[src/rtl/core/spmq_pkg.sv]
package spmq_pkg;

	localparam int CMD_BITS    = 2;
	localparam int PRIO_BITS   = 3;
	localparam int STATUS_BITS = 2;
	localparam int COUNT_BITS  = 5;

	typedef enum logic [CMD_BITS-1:0] {
		CMD_ENQUEUE = 2'd0,
		CMD_DEQUEUE = 2'd1,
		CMD_DONE    = 2'd2
	} cmd_t;

	typedef enum logic [STATUS_BITS-1:0] {
		ST_OK    = 2'd0,
		ST_EMPTY = 2'd1,
		ST_FULL  = 2'd2
	} status_t;

	typedef enum logic {
		S_IDLE = 1'b0,
		S_EXEC = 1'b1
	} state_t;

	typedef struct packed {
		logic load_req;
		logic execute;
	} ctrl_cmd_t;

endpackage

[src/rtl/core/spmq_if.sv]
interface spmq_req_if #(parameter int TAG_BITS = 16);
	logic                          valid;
	logic                          ready;
	logic [spmq_pkg::CMD_BITS-1:0]  command;
	logic [spmq_pkg::PRIO_BITS-1:0] priority_req;
	logic [TAG_BITS-1:0]           message_tag;

	modport source (output valid, command, priority_req, message_tag, input ready);
	modport sink   (input valid, command, priority_req, message_tag, output ready);
endinterface

interface spmq_rsp_if #(parameter int TAG_BITS = 16);
	logic                            valid;
	logic                            ready;
	logic [spmq_pkg::STATUS_BITS-1:0] status;
	logic [TAG_BITS-1:0]             head_tag;
	logic [spmq_pkg::PRIO_BITS-1:0]   head_priority;
	logic [spmq_pkg::COUNT_BITS-1:0]  entry_count;
	logic                            available_event;

	modport source (output valid, status, head_tag, head_priority, entry_count,
		available_event, input ready);
	modport sink   (input valid, status, head_tag, head_priority, entry_count,
		available_event, output ready);
endinterface

[src/rtl/core/spmq_ctrl.sv]
module spmq_ctrl (
	input  logic                  clk,
	input  logic                  arst_n,
	input  logic                  req_valid,
	output logic                  req_ready,
	output logic                  rsp_valid,
	input  logic                  rsp_ready,
	output spmq_pkg::ctrl_cmd_t   cmd
);
	import spmq_pkg::*;

	state_t state_q, state_d;
	logic   rsp_valid_q;

	always_ff @(posedge clk or negedge arst_n) begin
		if (!arst_n) begin
			state_q     <= S_IDLE;
			rsp_valid_q <= 1'b0;
		end else begin
			state_q <= state_d;
			if (cmd.execute) begin
				rsp_valid_q <= 1'b1;
			end else if (rsp_ready) begin
				rsp_valid_q <= 1'b0;
			end
		end
	end

	// A finished result may still wait in the output register while the next
	// beat is taken; execution holds off until that register is free.
	always_comb begin
		state_d      = state_q;
		req_ready    = 1'b0;
		cmd.load_req = 1'b0;
		cmd.execute  = 1'b0;
		unique case (state_q)
			S_IDLE: begin
				req_ready = 1'b1;
				if (req_valid) begin
					cmd.load_req = 1'b1;
					state_d      = S_EXEC;
				end
			end
			S_EXEC: begin
				if (!rsp_valid_q || rsp_ready) begin
					cmd.execute = 1'b1;
					state_d     = S_IDLE;
				end
			end
			default: state_d = S_IDLE;
		endcase
	end

	assign rsp_valid = rsp_valid_q;

endmodule

[src/rtl/core/spmq_datapath.sv]
module spmq_datapath #(
	parameter int QUEUE_DEPTH = 16,
	parameter int TAG_BITS    = 16
) (
	input  logic                               clk,
	input  logic                               arst_n,
	input  spmq_pkg::ctrl_cmd_t                cmd,
	input  logic [spmq_pkg::CMD_BITS-1:0]      command,
	input  logic [spmq_pkg::PRIO_BITS-1:0]     priority_req,
	input  logic [TAG_BITS-1:0]                message_tag,
	output logic [spmq_pkg::STATUS_BITS-1:0]   status,
	output logic [TAG_BITS-1:0]                head_tag,
	output logic [spmq_pkg::PRIO_BITS-1:0]     head_priority,
	output logic [spmq_pkg::COUNT_BITS-1:0]    entry_count,
	output logic                               available_event
);
	import spmq_pkg::*;

	localparam int CNT_W = $clog2(QUEUE_DEPTH + 1);

	// Captured request beat
	logic [CMD_BITS-1:0]  cmd_s1;
	logic [PRIO_BITS-1:0] prio_s1;
	logic [TAG_BITS-1:0]  tag_s1;

	// Cell array, head at index 0
	logic [PRIO_BITS-1:0] cell_prio_q [QUEUE_DEPTH];
	logic [TAG_BITS-1:0]  cell_tag_q  [QUEUE_DEPTH];
	logic [PRIO_BITS-1:0] up_prio     [QUEUE_DEPTH];
	logic [TAG_BITS-1:0]  up_tag      [QUEUE_DEPTH];
	logic [PRIO_BITS-1:0] dn_prio     [QUEUE_DEPTH];
	logic [TAG_BITS-1:0]  dn_tag      [QUEUE_DEPTH];

	logic [CNT_W-1:0]       count_q, count_d;
	logic                   pending_q, pending_d;
	logic [QUEUE_DEPTH-1:0] lt, ins_here, shift_up;

	logic                   is_full, is_empty, do_enq, do_deq;
	logic [STATUS_BITS-1:0] res_status;
	logic [TAG_BITS-1:0]    res_tag;
	logic [PRIO_BITS-1:0]   res_prio;
	logic                   res_event;

	logic [STATUS_BITS-1:0] status_q;
	logic [TAG_BITS-1:0]    head_tag_q;
	logic [PRIO_BITS-1:0]   head_prio_q;
	logic [COUNT_BITS-1:0]  entry_count_q;
	logic                   event_q;

	always_ff @(posedge clk) begin
		if (cmd.load_req) begin
			cmd_s1  <= command;
			prio_s1 <= priority_req;
			tag_s1  <= message_tag;
		end
	end

	// Entries are kept in non-increasing priority order, so the cells that
	// hold a lower priority than the request (or hold nothing) form a suffix.
	// The new entry goes to the first cell of that suffix.
	for (genvar i = 0; i < QUEUE_DEPTH; i++) begin : g_cell
		assign lt[i] = (CNT_W'(i) >= count_q) || (cell_prio_q[i] < prio_s1);
		if (i == 0) begin : g_head
			assign ins_here[i] = lt[i];
			assign shift_up[i] = 1'b0;
			assign up_prio[i]  = prio_s1;
			assign up_tag[i]   = tag_s1;
		end else begin : g_body
			assign ins_here[i] = lt[i] && !lt[i-1];
			assign shift_up[i] = lt[i-1];
			assign up_prio[i]  = cell_prio_q[i-1];
			assign up_tag[i]   = cell_tag_q[i-1];
		end
		if (i < QUEUE_DEPTH - 1) begin : g_next
			assign dn_prio[i] = cell_prio_q[i+1];
			assign dn_tag[i]  = cell_tag_q[i+1];
		end else begin : g_tail
			assign dn_prio[i] = cell_prio_q[i];
			assign dn_tag[i]  = cell_tag_q[i];
		end
	end

	assign is_full  = (count_q == CNT_W'(QUEUE_DEPTH));
	assign is_empty = (count_q == '0);

	always_comb begin
		do_enq     = 1'b0;
		do_deq     = 1'b0;
		res_status = ST_OK;
		res_tag    = '0;
		res_prio   = '0;
		res_event  = 1'b0;
		count_d    = count_q;
		pending_d  = pending_q;
		case (cmd_s1)
			CMD_ENQUEUE: begin
				if (is_full) begin
					res_status = ST_FULL;
				end else begin
					do_enq    = 1'b1;
					count_d   = count_q + CNT_W'(1);
					pending_d = 1'b1;
					res_event = !pending_q;
				end
			end
			CMD_DEQUEUE: begin
				if (is_empty) begin
					res_status = ST_EMPTY;
				end else begin
					do_deq   = 1'b1;
					res_tag  = cell_tag_q[0];
					res_prio = cell_prio_q[0];
					count_d  = count_q - CNT_W'(1);
				end
			end
			CMD_DONE: pending_d = 1'b0;
			default: ;
		endcase
	end

	always_ff @(posedge clk) begin
		if (cmd.execute) begin
			for (int i = 0; i < QUEUE_DEPTH; i++) begin
				if (do_enq) begin
					if (ins_here[i]) begin
						cell_prio_q[i] <= prio_s1;
						cell_tag_q[i]  <= tag_s1;
					end else if (shift_up[i]) begin
						cell_prio_q[i] <= up_prio[i];
						cell_tag_q[i]  <= up_tag[i];
					end
				end else if (do_deq) begin
					cell_prio_q[i] <= dn_prio[i];
					cell_tag_q[i]  <= dn_tag[i];
				end
			end
			status_q      <= res_status;
			head_tag_q    <= res_tag;
			head_prio_q   <= res_prio;
			entry_count_q <= COUNT_BITS'(count_d);
			event_q       <= res_event;
		end
	end

	always_ff @(posedge clk or negedge arst_n) begin
		if (!arst_n) begin
			count_q   <= '0;
			pending_q <= 1'b0;
		end else if (cmd.execute) begin
			count_q   <= count_d;
			pending_q <= pending_d;
		end
	end

	assign status          = status_q;
	assign head_tag        = head_tag_q;
	assign head_priority   = head_prio_q;
	assign entry_count     = entry_count_q;
	assign available_event = event_q;

endmodule

[src/rtl/core/stable_priority_message_queue_core.sv]
// Sequence: the controller captures an accepted request beat, then inserts
// or removes the entry and registers the response beat as valid; a new
// request is taken only once the previous one has executed, and a response
// not yet taken stalls only the execute step.
// Reset: arst_n clears the entry count, the pending flag and the handshake
// state at once; the entry cells are not cleared and are read only when held.
module stable_priority_message_queue_core #(
	parameter int QUEUE_DEPTH = 16,
	parameter int TAG_BITS    = 16
) (
	input  logic              clk,
	input  logic              arst_n,
	spmq_req_if.sink          req,
	spmq_rsp_if.source        rsp
);
	import spmq_pkg::*;

	ctrl_cmd_t ctrl_cmd;
	logic      req_ready;
	logic      rsp_valid;

	spmq_ctrl u_ctrl (
		.clk       (clk),
		.arst_n    (arst_n),
		.req_valid (req.valid),
		.req_ready (req_ready),
		.rsp_valid (rsp_valid),
		.rsp_ready (rsp.ready),
		.cmd       (ctrl_cmd)
	);

	spmq_datapath #(
		.QUEUE_DEPTH (QUEUE_DEPTH),
		.TAG_BITS    (TAG_BITS)
	) u_datapath (
		.clk             (clk),
		.arst_n          (arst_n),
		.cmd             (ctrl_cmd),
		.command         (req.command),
		.priority_req    (req.priority_req),
		.message_tag     (req.message_tag),
		.status          (rsp.status),
		.head_tag        (rsp.head_tag),
		.head_priority   (rsp.head_priority),
		.entry_count     (rsp.entry_count),
		.available_event (rsp.available_event)
	);

	assign req.ready = req_ready;
	assign rsp.valid = rsp_valid;

endmodule

[src/flat_wrapper.sv]
// flat-port wrapper written by rule: the top's interface ports become plain ports
module stable_priority_message_queue_core_flat import spmq_pkg::*;
#(
	parameter int QUEUE_DEPTH = 16,
	parameter int TAG_BITS    = 16
)
  (clk, arst_n, req_valid, req_command, req_priority_req, req_message_tag, req_ready, rsp_valid, rsp_status, rsp_head_tag, rsp_head_priority, rsp_entry_count, rsp_available_event, rsp_ready);
  spmq_req_if #(.TAG_BITS(TAG_BITS)) req_i ();
  spmq_rsp_if #(.TAG_BITS(TAG_BITS)) rsp_i ();
  input  logic clk;
  input  logic arst_n;
  input wire logic [$bits(req_i.valid)-1:0] req_valid;
  input wire logic [$bits(req_i.command)-1:0] req_command;
  input wire logic [$bits(req_i.priority_req)-1:0] req_priority_req;
  input wire logic [$bits(req_i.message_tag)-1:0] req_message_tag;
  output wire logic [$bits(req_i.ready)-1:0] req_ready;
  output wire logic [$bits(rsp_i.valid)-1:0] rsp_valid;
  output wire logic [$bits(rsp_i.status)-1:0] rsp_status;
  output wire logic [$bits(rsp_i.head_tag)-1:0] rsp_head_tag;
  output wire logic [$bits(rsp_i.head_priority)-1:0] rsp_head_priority;
  output wire logic [$bits(rsp_i.entry_count)-1:0] rsp_entry_count;
  output wire logic [$bits(rsp_i.available_event)-1:0] rsp_available_event;
  input wire logic [$bits(rsp_i.ready)-1:0] rsp_ready;
  assign req_i.valid = req_valid;
  assign req_i.command = req_command;
  assign req_i.priority_req = req_priority_req;
  assign req_i.message_tag = req_message_tag;
  assign req_ready = req_i.ready;
  assign rsp_valid = rsp_i.valid;
  assign rsp_status = rsp_i.status;
  assign rsp_head_tag = rsp_i.head_tag;
  assign rsp_head_priority = rsp_i.head_priority;
  assign rsp_entry_count = rsp_i.entry_count;
  assign rsp_available_event = rsp_i.available_event;
  assign rsp_i.ready = rsp_ready;
  stable_priority_message_queue_core #(.QUEUE_DEPTH(QUEUE_DEPTH), .TAG_BITS(TAG_BITS)) u_core (.clk(clk), .arst_n(arst_n), .req(req_i), .rsp(rsp_i));
endmodule
[config.mk]
export PLATFORM = sky130hd
export DESIGN_NAME = stable_priority_message_queue_core_flat
export DESIGN_NICKNAME = d
export VERILOG_FILES = /design/src/rtl/core/spmq_pkg.sv /design/src/rtl/core/spmq_if.sv /design/src/rtl/core/spmq_ctrl.sv /design/src/rtl/core/spmq_datapath.sv /design/src/rtl/core/stable_priority_message_queue_core.sv /design/src/flat_wrapper.sv
export SDC_FILE = /design/constraint.sdc
export NUM_CORES = 1
export LEC_CHECK = 0
export BUFFER_PORTS_ARGS = -buffer_cell sky130_fd_sc_hd__buf_2
export CAP_MARGIN = 20
export CORE_UTILIZATION = 40
export CTS_BUF_LIST = sky130_fd_sc_hd__clkbuf_16
export DETAILED_ROUTE_END_ITERATION = 10
export PLACE_DENSITY_LB_ADDON = 0.25
export SETUP_SLACK_MARGIN = 0.4
export SYNTH_ARGS = -nofsm -noshare
export SYNTH_HDL_FRONTEND = slang
export SYNTH_SLANG_ARGS = --single-unit
export TNS_END_PERCENT = 50
[constraint.sdc]
create_clock -name clk -period 5.45 [get_ports clk]
set_input_delay 0.2725 -clock clk [delete_from_list [all_inputs] [get_ports clk]]
set_output_delay 0.2725 -clock clk [all_outputs]
set_load 0.02 [all_outputs]
Word-level counts from Yosys, hierarchy flattened. Memory sizes are Yosys's and may differ from the RTL's. Cells that the tools add are included. W data, S select, Z words.

Register bits: 56. Memory bits (writable): 304. Input bits: 25. Output and inout port bits: 29. Word-level logic and storage cells: 398. Memories: 2.

$add $sub $neg: 2. Magnitude comparators: 32. Eq/ne operators: 4. Mux-type cells: 225. Bitwise gates (word level): 65. Reductions and logical operators: 56.

Memory list: u_core.u_datapath.cell_tag_q (depth 16, width 16, read ports 16, clocked after Yosys merged registers in 0, wr ports 16, RTL line spmq_datapath.sv:28) `logic [TAG_BITS-1:0] cell_tag_q [QUEUE_DEPTH];`; u_core.u_datapath.cell_prio_q (depth 16, width 3, read ports 16, clocked after Yosys merged registers in 0, wr ports 16, RTL line spmq_datapath.sv:27) `logic [PRIO_BITS-1:0] cell_prio_q [QUEUE_DEPTH];`.

Operators by type and width (count): $mux W16 (31); $mux W1 (156); $mux W3 (31); $or A1 B1 Y1 (62); $lt A3 B3 Y1 (16); $ge A4 B5 Y1 const A (8); $ge A3 B5 Y1 const A (4); $logic_not A1 Y1 (17); $logic_or A1 B1 Y1 (17); $logic_and A1 B1 Y1 (15); $ge A1 B5 Y1 const A (2); $ge A2 B5 Y1 const A (2); $mux W5 (2); $pmux W5 S2 (1); $add A5 B1 Y5 const B (1); $eq A5 B5 Y1 const B (1); $logic_not A5 Y1 (1); $sub A5 B1 Y5 const B (1); $pmux W1 S2 (2); $pmux W2 S2 (1); $reduce_bool A2 Y1 (2); $reduce_or A2 Y1 (2); $not A1 Y1 (3); $reduce_and A3 Y1 (1); other kinds (5) (5).

Longest topological paths before layout. Gate-level depths: netlist (run 1). An unclocked memory read counts as a cell.

Depth in word-level cells: 11. Gate-level depth with buffers: 12.

Hierarchy. From an unflattened synthesis (run 1), not the netlist that was laid out.

Cells, all modules: 1589. Area total of the unflattened synthesis: 17685.7 um^2.

Modules (own cells, without submodules): spmq_datapath (times used 1, cells an instance 1581, area an instance 17591.9 um^2, seq. area each 10720.3 um^2); spmq_ctrl (times used 1, cells an instance 8, area an instance 93.8 um^2, seq. area each 50.0 um^2).

Least setup slack after synthesis (run 1). No wires, ideal clock.

Path kind: flip-flop to flip-flop. Start: register u_core.u_datapath.count_q[1]. End: memory u_core.u_datapath.cell_prio_q[1][0], in the netlist u_core.u_datapath.cell_prio_q[0][3] (enable). Setup time: 0.349 ns. Arrival time: 2.891 ns. Slack: 2.210 ns. Stages on the path, launching flop included: 11. Period minus slack after synthesis: 3.240 ns. Cells stage by stage: dfrtp_1 > clkbuf_1 > inv_1 > ha_1 > nor4b_4 > or3b_4 > nor2_2 > buf_6 > buf_6 > or2_1 > a31o_2.

RTL lines: start, declared (RTL line spmq_datapath.sv:34) `logic [CNT_W-1:0] count_q, count_d;`; start signal, assigned (RTL line spmq_datapath.sv:150) `count_q <= count_d;`; end, declared (RTL line spmq_datapath.sv:27).

==> qor.csv, run 1 <==
metric;value;unit
setup_viol;0;
synth_edf_count;352;
dp_hpwl;29000;um
vdd_drop_max;250;uV
crit_path_start_kind;flop;
syn_nets;1646;
cp_top_family;simple AND/OR/NAND/NOR gates;
min_from;rsp_ready;
synth_area;0.0182;mm2
rrSetupSlack;1.72;ns
initial_core_util;0.409;
post-route-util;0.458;
io_buffers;53;
clock-sinks;360;
ys_seq_area_frac;0.591;
slew_violations;0;
cts_root_buf;clkbuf_16;
final.min_clock_period;3.73;ns
endpoint_kind;flop;
fill_cells;4125;
critPathKind;flop to flop;
power_density;506;mW/mm2
core_area;0.0446;mm2
grt_pass1_vias;11412;
wl;41200;um
ys_warn_count;0;
synth_top_area_frac;0.580;
ys_top_cells_by_area;edfxtp_1 (58%), mux2i_1 (8.6%), nand2_1 (6.2%), a21oi_1 (4.3%), o211ai_1 (3.1%);
gr-total-overflow;0;
synthFlopType;edfxtp_1;
min_to;u_core.u_ctrl.rsp_valid$_DFFE_PN0P_;
ys_types;56;
rsz0062_at_grt;no;
worst_pin_slew;0.888;ns
gp_congestion;0.865;
path_clk_slew;0.06;ns
synth_top_cell_by_area;edfxtp_1;
path_max_fanout;94;
die_area;0.0464;mm2
arrival;3.91;ns
leakagePower;7.02;nW
syn-mean-instance-area;11.5;um2
viasPerCell;5.35;
diodes;0;
min_path_cells;3;
grt_pass1_wl;65900;um
cts_max_path_buffers;3;
fin_setup_tns;0;ns
ios;54;
grt_usage;0.180;
synth_most_common_cell;edfxtp_1;
finClkSkew;0.0149;ns
final_nets;1676;
r2r-end;u_core.u_datapath.cell_tag_q[0][45]$_DFFE_PP_;
rows;77;
synth_common_cells;edfxtp_1 (352), nand2_1 (301), a21oi_1 (158);
hold_violations;0;
initialDrtViolationCount;1070;
ys_ff_latch;360;
rr_startpoint;u_core.u_datapath.count_q[1]$_DFFE_PN0P_;
max_slew_margin;0.406;
rr_worst_depth;7;
dr.pass1.iters;5;
die_y;215;um
cts_resized;0;
syn2layout_area_growth;12.1;%
synthArstFlopShare;0.0222;
die_w;215;um
period_share;0.685;
drive_above_1_share;0.132;
wl_per_cell;18.4;um
cp_slowest_cell;or3_1;
crit_buf_inv;2;
synthCells;1584;
required;5.63;ns
drc;0;
hold_path.class;primary input to flop;
htreeDepth;2;
clk_latency;0.56;ns
ant_nets;0;
worstPathCellList;inv_1 > ha_1 > nor4b_4 > or3b_4 > nor2_4 > buf_12 > or3_1;
max_freq;268;MHz
numCtsBuffers;40;
max_cap_viol_count;0;
grt_max_degree;149;
outcome;finished clean;
antenna_found_initial;0;
vias;11945;
critPathMaxStageDelay;0.74;ns
cts_tree;yes;
-- cells in the final DEF, fill, tap and decap left out, types with 30 or more instances in the layout --
cell type  instances
nand2_1          300
o211ai_1          76
edfxtp_1         352
clkbuf_16         41
a21oi_1          150
nor2_1           132
ha_1              37
o21ai_0           60
buf_2             53
mux2i_1          156
buf_4             30
mux2_2            35
-- where the power goes --
group | internal [mW] | switching [mW] | total, mW
combinational | 1.07 | 1.81 | 2.88
sequential | 4.36 | 0.619 | 4.98
clock | 1.40 | 1.08 | 2.48
total | 6.83 | 3.51 | 10.3
-- how the worst max path moves through the flow --
stage                                                        start                                       endpoint  slack [ns]  cells past startpoint
after floorplan           u_core.u_datapath.count_q[1]$_DFFE_PN0P_  u_core.u_datapath.cell_prio_q[0][3]$_DFFE_PP_        2.21                     10
after global placement    u_core.u_datapath.count_q[1]$_DFFE_PN0P_  u_core.u_datapath.cell_tag_q[0][45]$_DFFE_PP_        1.95                      7
after detailed placement  u_core.u_datapath.count_q[1]$_DFFE_PN0P_  u_core.u_datapath.cell_tag_q[0][45]$_DFFE_PP_        1.76                      7
after CTS                 u_core.u_datapath.count_q[1]$_DFFE_PN0P_  u_core.u_datapath.cell_tag_q[0][45]$_DFFE_PP_        1.74                      7
after global routing      u_core.u_datapath.count_q[1]$_DFFE_PN0P_  u_core.u_datapath.cell_tag_q[0][41]$_DFFE_PP_        1.46                      7
final                     u_core.u_datapath.count_q[1]$_DFFE_PN0P_  u_core.u_datapath.cell_tag_q[0][45]$_DFFE_PP_        1.72                      7
-- metal layers --
metal  share of wire  global-route usage  vias to the layer above
met5               0                   0                        -
met4           0.017              0.0511                        0
met3           0.062              0.0241                       51
met2            0.42               0.259                      355
met1            0.50               0.281                     5698
li1                -                   -                     5841
-- registers in the layout, indices dropped and copies added (netlist names) --
| name | cells |
|---|---|
| u_core.u_datapath.cell_tag_q | 256 |
| u_core.u_datapath.cell_prio_q | 48 |
| u_core.u_datapath.head_tag | 16 |
| u_core.u_datapath.tag_s1 | 16 |
| u_core.u_datapath.count_q | 5 |
| u_core.u_datapath.entry_count | 5 |
| u_core.u_datapath.head_priority | 3 |
| u_core.u_datapath.prio_s1 | 3 |
| u_core.u_datapath.cmd_s1 | 2 |
| u_core.u_datapath.status | 2 |
| u_core.u_ctrl.rsp_valid | 1 |
| u_core.u_ctrl.state_q | 1 |
| u_core.u_datapath.available_event | 1 |
| u_core.u_datapath.pending_q | 1 |
-- what timing repair did --
action                    CTS  global route
hold endpoints to repair   30             0
buffers inserted            0             0
hold buffers               23             0
-- stage by stage --
| stage | setup WS, ns | std cells | area [um2] | hold slack [ns] | total power, mW |
|---|---|---|---|---|---|
| floorplan | 2.21 | 1584 | 18200 | -0.0231 | 6.94 |
| global placement | 1.95 | 2140 | 19000 | 0.135 | 7.81 |
| detailed placement | 1.76 | 2140 | 19000 | 0.139 | 7.89 |
| CTS | 1.74 | 2232 | 20400 | 0.0262 | 10.4 |
| global route | 1.46 | 2233 | 20400 | 0.0811 | 10.9 |
| finish | 1.72 | 2233 | 20400 | 0.0535 | 10.3 |
-- worst min-delay path: cells and delay by family --
family / cells / cell delay [ns]
simple gates: 2 / 0.22
buf+inv: 1 / 0.07
-- cell families (layout without fill, tap and decap cells) --
logic type / count (synthesis) / count (layout) / share of synthesized area
DFF: 360 / 360 / 0.591
buffers and inverters: 131 / 188 / 0.0348
muxes: 211 / 211 / 0.124
AOI/OAI and AO/OA: 341 / 341 / 0.110
and+or+nand+nor: 500 / 500 / 0.114
adders and majority gates: 37 / 37 / 0.0254
xor gates and xnor gates: 4 / 4 / 0.00192
-- final cells by class --
| cell class | count | area, um2 | share of cell area |
|---|---|---|---|
| Timing Repair Buffer | 109 | 776 | 0.0380 |
| Multi-Input combinational cell | 1093 | 6930 | 0.339 |
| Clock inverter | 28 | 149 | 0.00729 |
| Tap cell | 592 | 741 | 0.0363 |
| Clock buffer | 41 | 1030 | 0.0502 |
| Sequential cell | 360 | 10800 | 0.527 |
| Inverter | 10 | 37.5 | 0.00184 |
Note: power is estimated with default switching activity, not from simulation.
==> run 2, diff against run 1 <==
clock period = 3.5 ns   (was 5.45 ns; I/O delays follow)
==> qor.csv, run 2 (same netlist as run 1, synthesis figures left out) <==
metric;value;unit
fin_setup_tns;0;ns
clock-sinks;360;
worstPathCellList;inv_1 > ha_1 > nor4b_4 > or3b_4 > a21oi_1 > o31a_1 > buf_4 > mux2_4;
top_regs;u_core.u_datapath.cell_tag_q (256), u_core.u_datapath.cell_prio_q (48);
ant_nets;0;
final.min_clock_period;2.89;ns
crit_path_start_kind;flop;
rsz0062_at_grt;no;
hold_path.class;primary input to flop;
initial_core_util;0.409;
syn2layout_area_growth;14.8;%
finClkSkew;0.0202;ns
p_comb_frac;0.282;
design_area;0.0209;mm2
registers.top_by_ff_count;u_core.u_datapath.cell_tag_q;
max_freq;346;MHz
drive_above_1_share;0.157;
initialDrtViolationCount;928;
rr_worst_depth;8;
max_slew_margin;0.342;
final_cell_mix;edfxtp_1 (352), nand2_1 (300), mux2i_1 (156);
power_density;793;mW/mm2
viasPerCell;5.21;
worst_pin_slew;0.986;ns
path_max_fanout;10;
slew_violations;0;
final_nets;1715;
max_cap_viol_count;0;
cts_max_path_buffers;3;
p_sw;5.52;mW
outcome;finished clean;
htreeDepth;2;
grt_usage;0.177;
critPathKind;flop to flop;
dr.pass1.iters;5;
rows;77;
cp_slowest_cell;dfrtp_1;
grt_pass1_wl;64900;um
hold_violations;0;
endpoint_kind;flop;
crit_path_start;u_core.u_datapath.count_q[0]$_DFFE_PN0P_;
cts_tree;yes;
clock_power_share;0.252;
grt_max_degree;88;
numCtsBuffers;40;
min_from;req_message_tag[7];
place_ws;0.322;ns
min_to;u_core.u_datapath.tag_s1[7]$_DFFE_PP_;
drc;0;
grt_pass1_vias;11361;
power.share.switching;0.333;
antenna_found_initial;0;
largest_reg_flops;256;
die_y;215;um
r2r-end;u_core.u_datapath.cell_tag_q[1][12]$_DFFE_PP_;
vias;11866;
ios;54;
final_common_cell;edfxtp_1;
p_int;11.1;mW
wl_per_cell;18.1;um
setup_viol;0;
vdd_drop_max;478;uV
clk_latency;0.56;ns
rrSetupSlack;0.61;ns
io_buffers;53;
critPathMaxStageDelay;0.48;ns
p_seq_frac;0.466;
period_share;0.825;
gr-total-overflow;0;
leakagePower;7.27;nW
core_area;0.0446;mm2
min_path_cells;2;
gp_congestion;0.845;
die_w;215;um
arrival;3.19;ns
path_clk_slew;0.06;ns
required;3.81;ns
dp_hpwl;29700;um
rr_startpoint;u_core.u_datapath.count_q[0]$_DFFE_PN0P_;
cts_root_buf;clkbuf_16;
die_area;0.0464;mm2
place_area;0.0193;mm2
fill_cells;4024;
wl;41200;um
setup_ws;0.613;ns
run 2: cell count changes in the layout (fill, tap and decap cells not counted), sizes merged, moves of 3 or more:
cell | previous run | this run
buf | 86 | 122
inv | 26 | 17
clkinv | 11 | 18
bufinv | 1 | 4
dlygate4sd3 | 23 | 26
run 2: per-layer routing:
layer  vias up  GRT usage  part of all wire
met5         -          0                 0
met4         0     0.0534             0.018
met3        54     0.0241             0.055
met2       295      0.266              0.44
met1      5604      0.265              0.49
li1       5913          -                 -
run 2: cell type report:
cell class	instances	area, um2	share of cell area
flip-flops and latches	360	10800	0.515
inverters	10	37.5	0.00179
well taps	592	741	0.0354
multi-input cells	1093	6930	0.331
diodes	1	2.50	0.000120
clock buffers	42	1050	0.0502
clock inverters	30	248	0.0118
repair buffers	148	1140	0.0547
run 2: how the worst max path moves through the flow:
| stage | cells after the start | endpoint |
|---|---|---|
| 6_report | 8 | u_core.u_datapath.cell_tag_q[1][12]$_DFFE_PP_ |
| 3_5_place_dp | 8 | u_core.u_datapath.cell_tag_q[0][102]$_DFFE_PP_ |
| 5_1_grt | 8 | u_core.u_datapath.cell_tag_q[1][10]$_DFFE_PP_ |
| 3_3_place_gp | 8 | u_core.u_datapath.cell_tag_q[1][12]$_DFFE_PP_ |
| 4_1_cts | 8 | u_core.u_datapath.cell_tag_q[1][77]$_DFFE_PP_ |
| 2_1_floorplan | 12 | u_core.u_datapath.cell_prio_q[1][18]$_DFFE_PP_ |
run 2: what timing repair did:
item | in CTS | in global routing
hold endpoints to repair | 31 | 0
endpoints found under the setup margin | 161 | 126
hold buffers | 26 | 0
pin swaps | 1 | 0
resized for setup | 0 | 3
setup buffers | 5 | 0
run 2: critical path: cells and delay by family (launching register included):
family / cells / cell delay, ns
simple gates: 2 / 0.60
compound gates: 2 / 0.56
flops: 1 / 0.48
buf+inv: 2 / 0.45
mux: 1 / 0.32
fa+ha+maj: 1 / 0.26
run 2: power by group through the flow:
stage	Sequential [mW]	Combinational [mW]	Clock, mW
3_5_place_dp	7.78	4.66	0
3_3_place_gp	7.75	4.54	0
2_1_floorplan	7.46	3.34	0
4_1_cts	7.71	4.72	4.28
5_1_grt	7.87	5.18	4.42
6_report	7.73	4.68	4.18
run 2: per-stage QoR:
step	power, mW	util	hold slack, ns	std cells
2_1_floorplan	10.8	-	-0.121	1584
3_3_place_gp	12.3	0.433	0.0393	2172
3_5_place_dp	12.4	0.433	0.0506	2172
4_1_cts	16.7	0.469	0.292	2275
5_1_grt	17.5	0.469	0.324	2275
6_report	16.6	0.469	0.331	2276
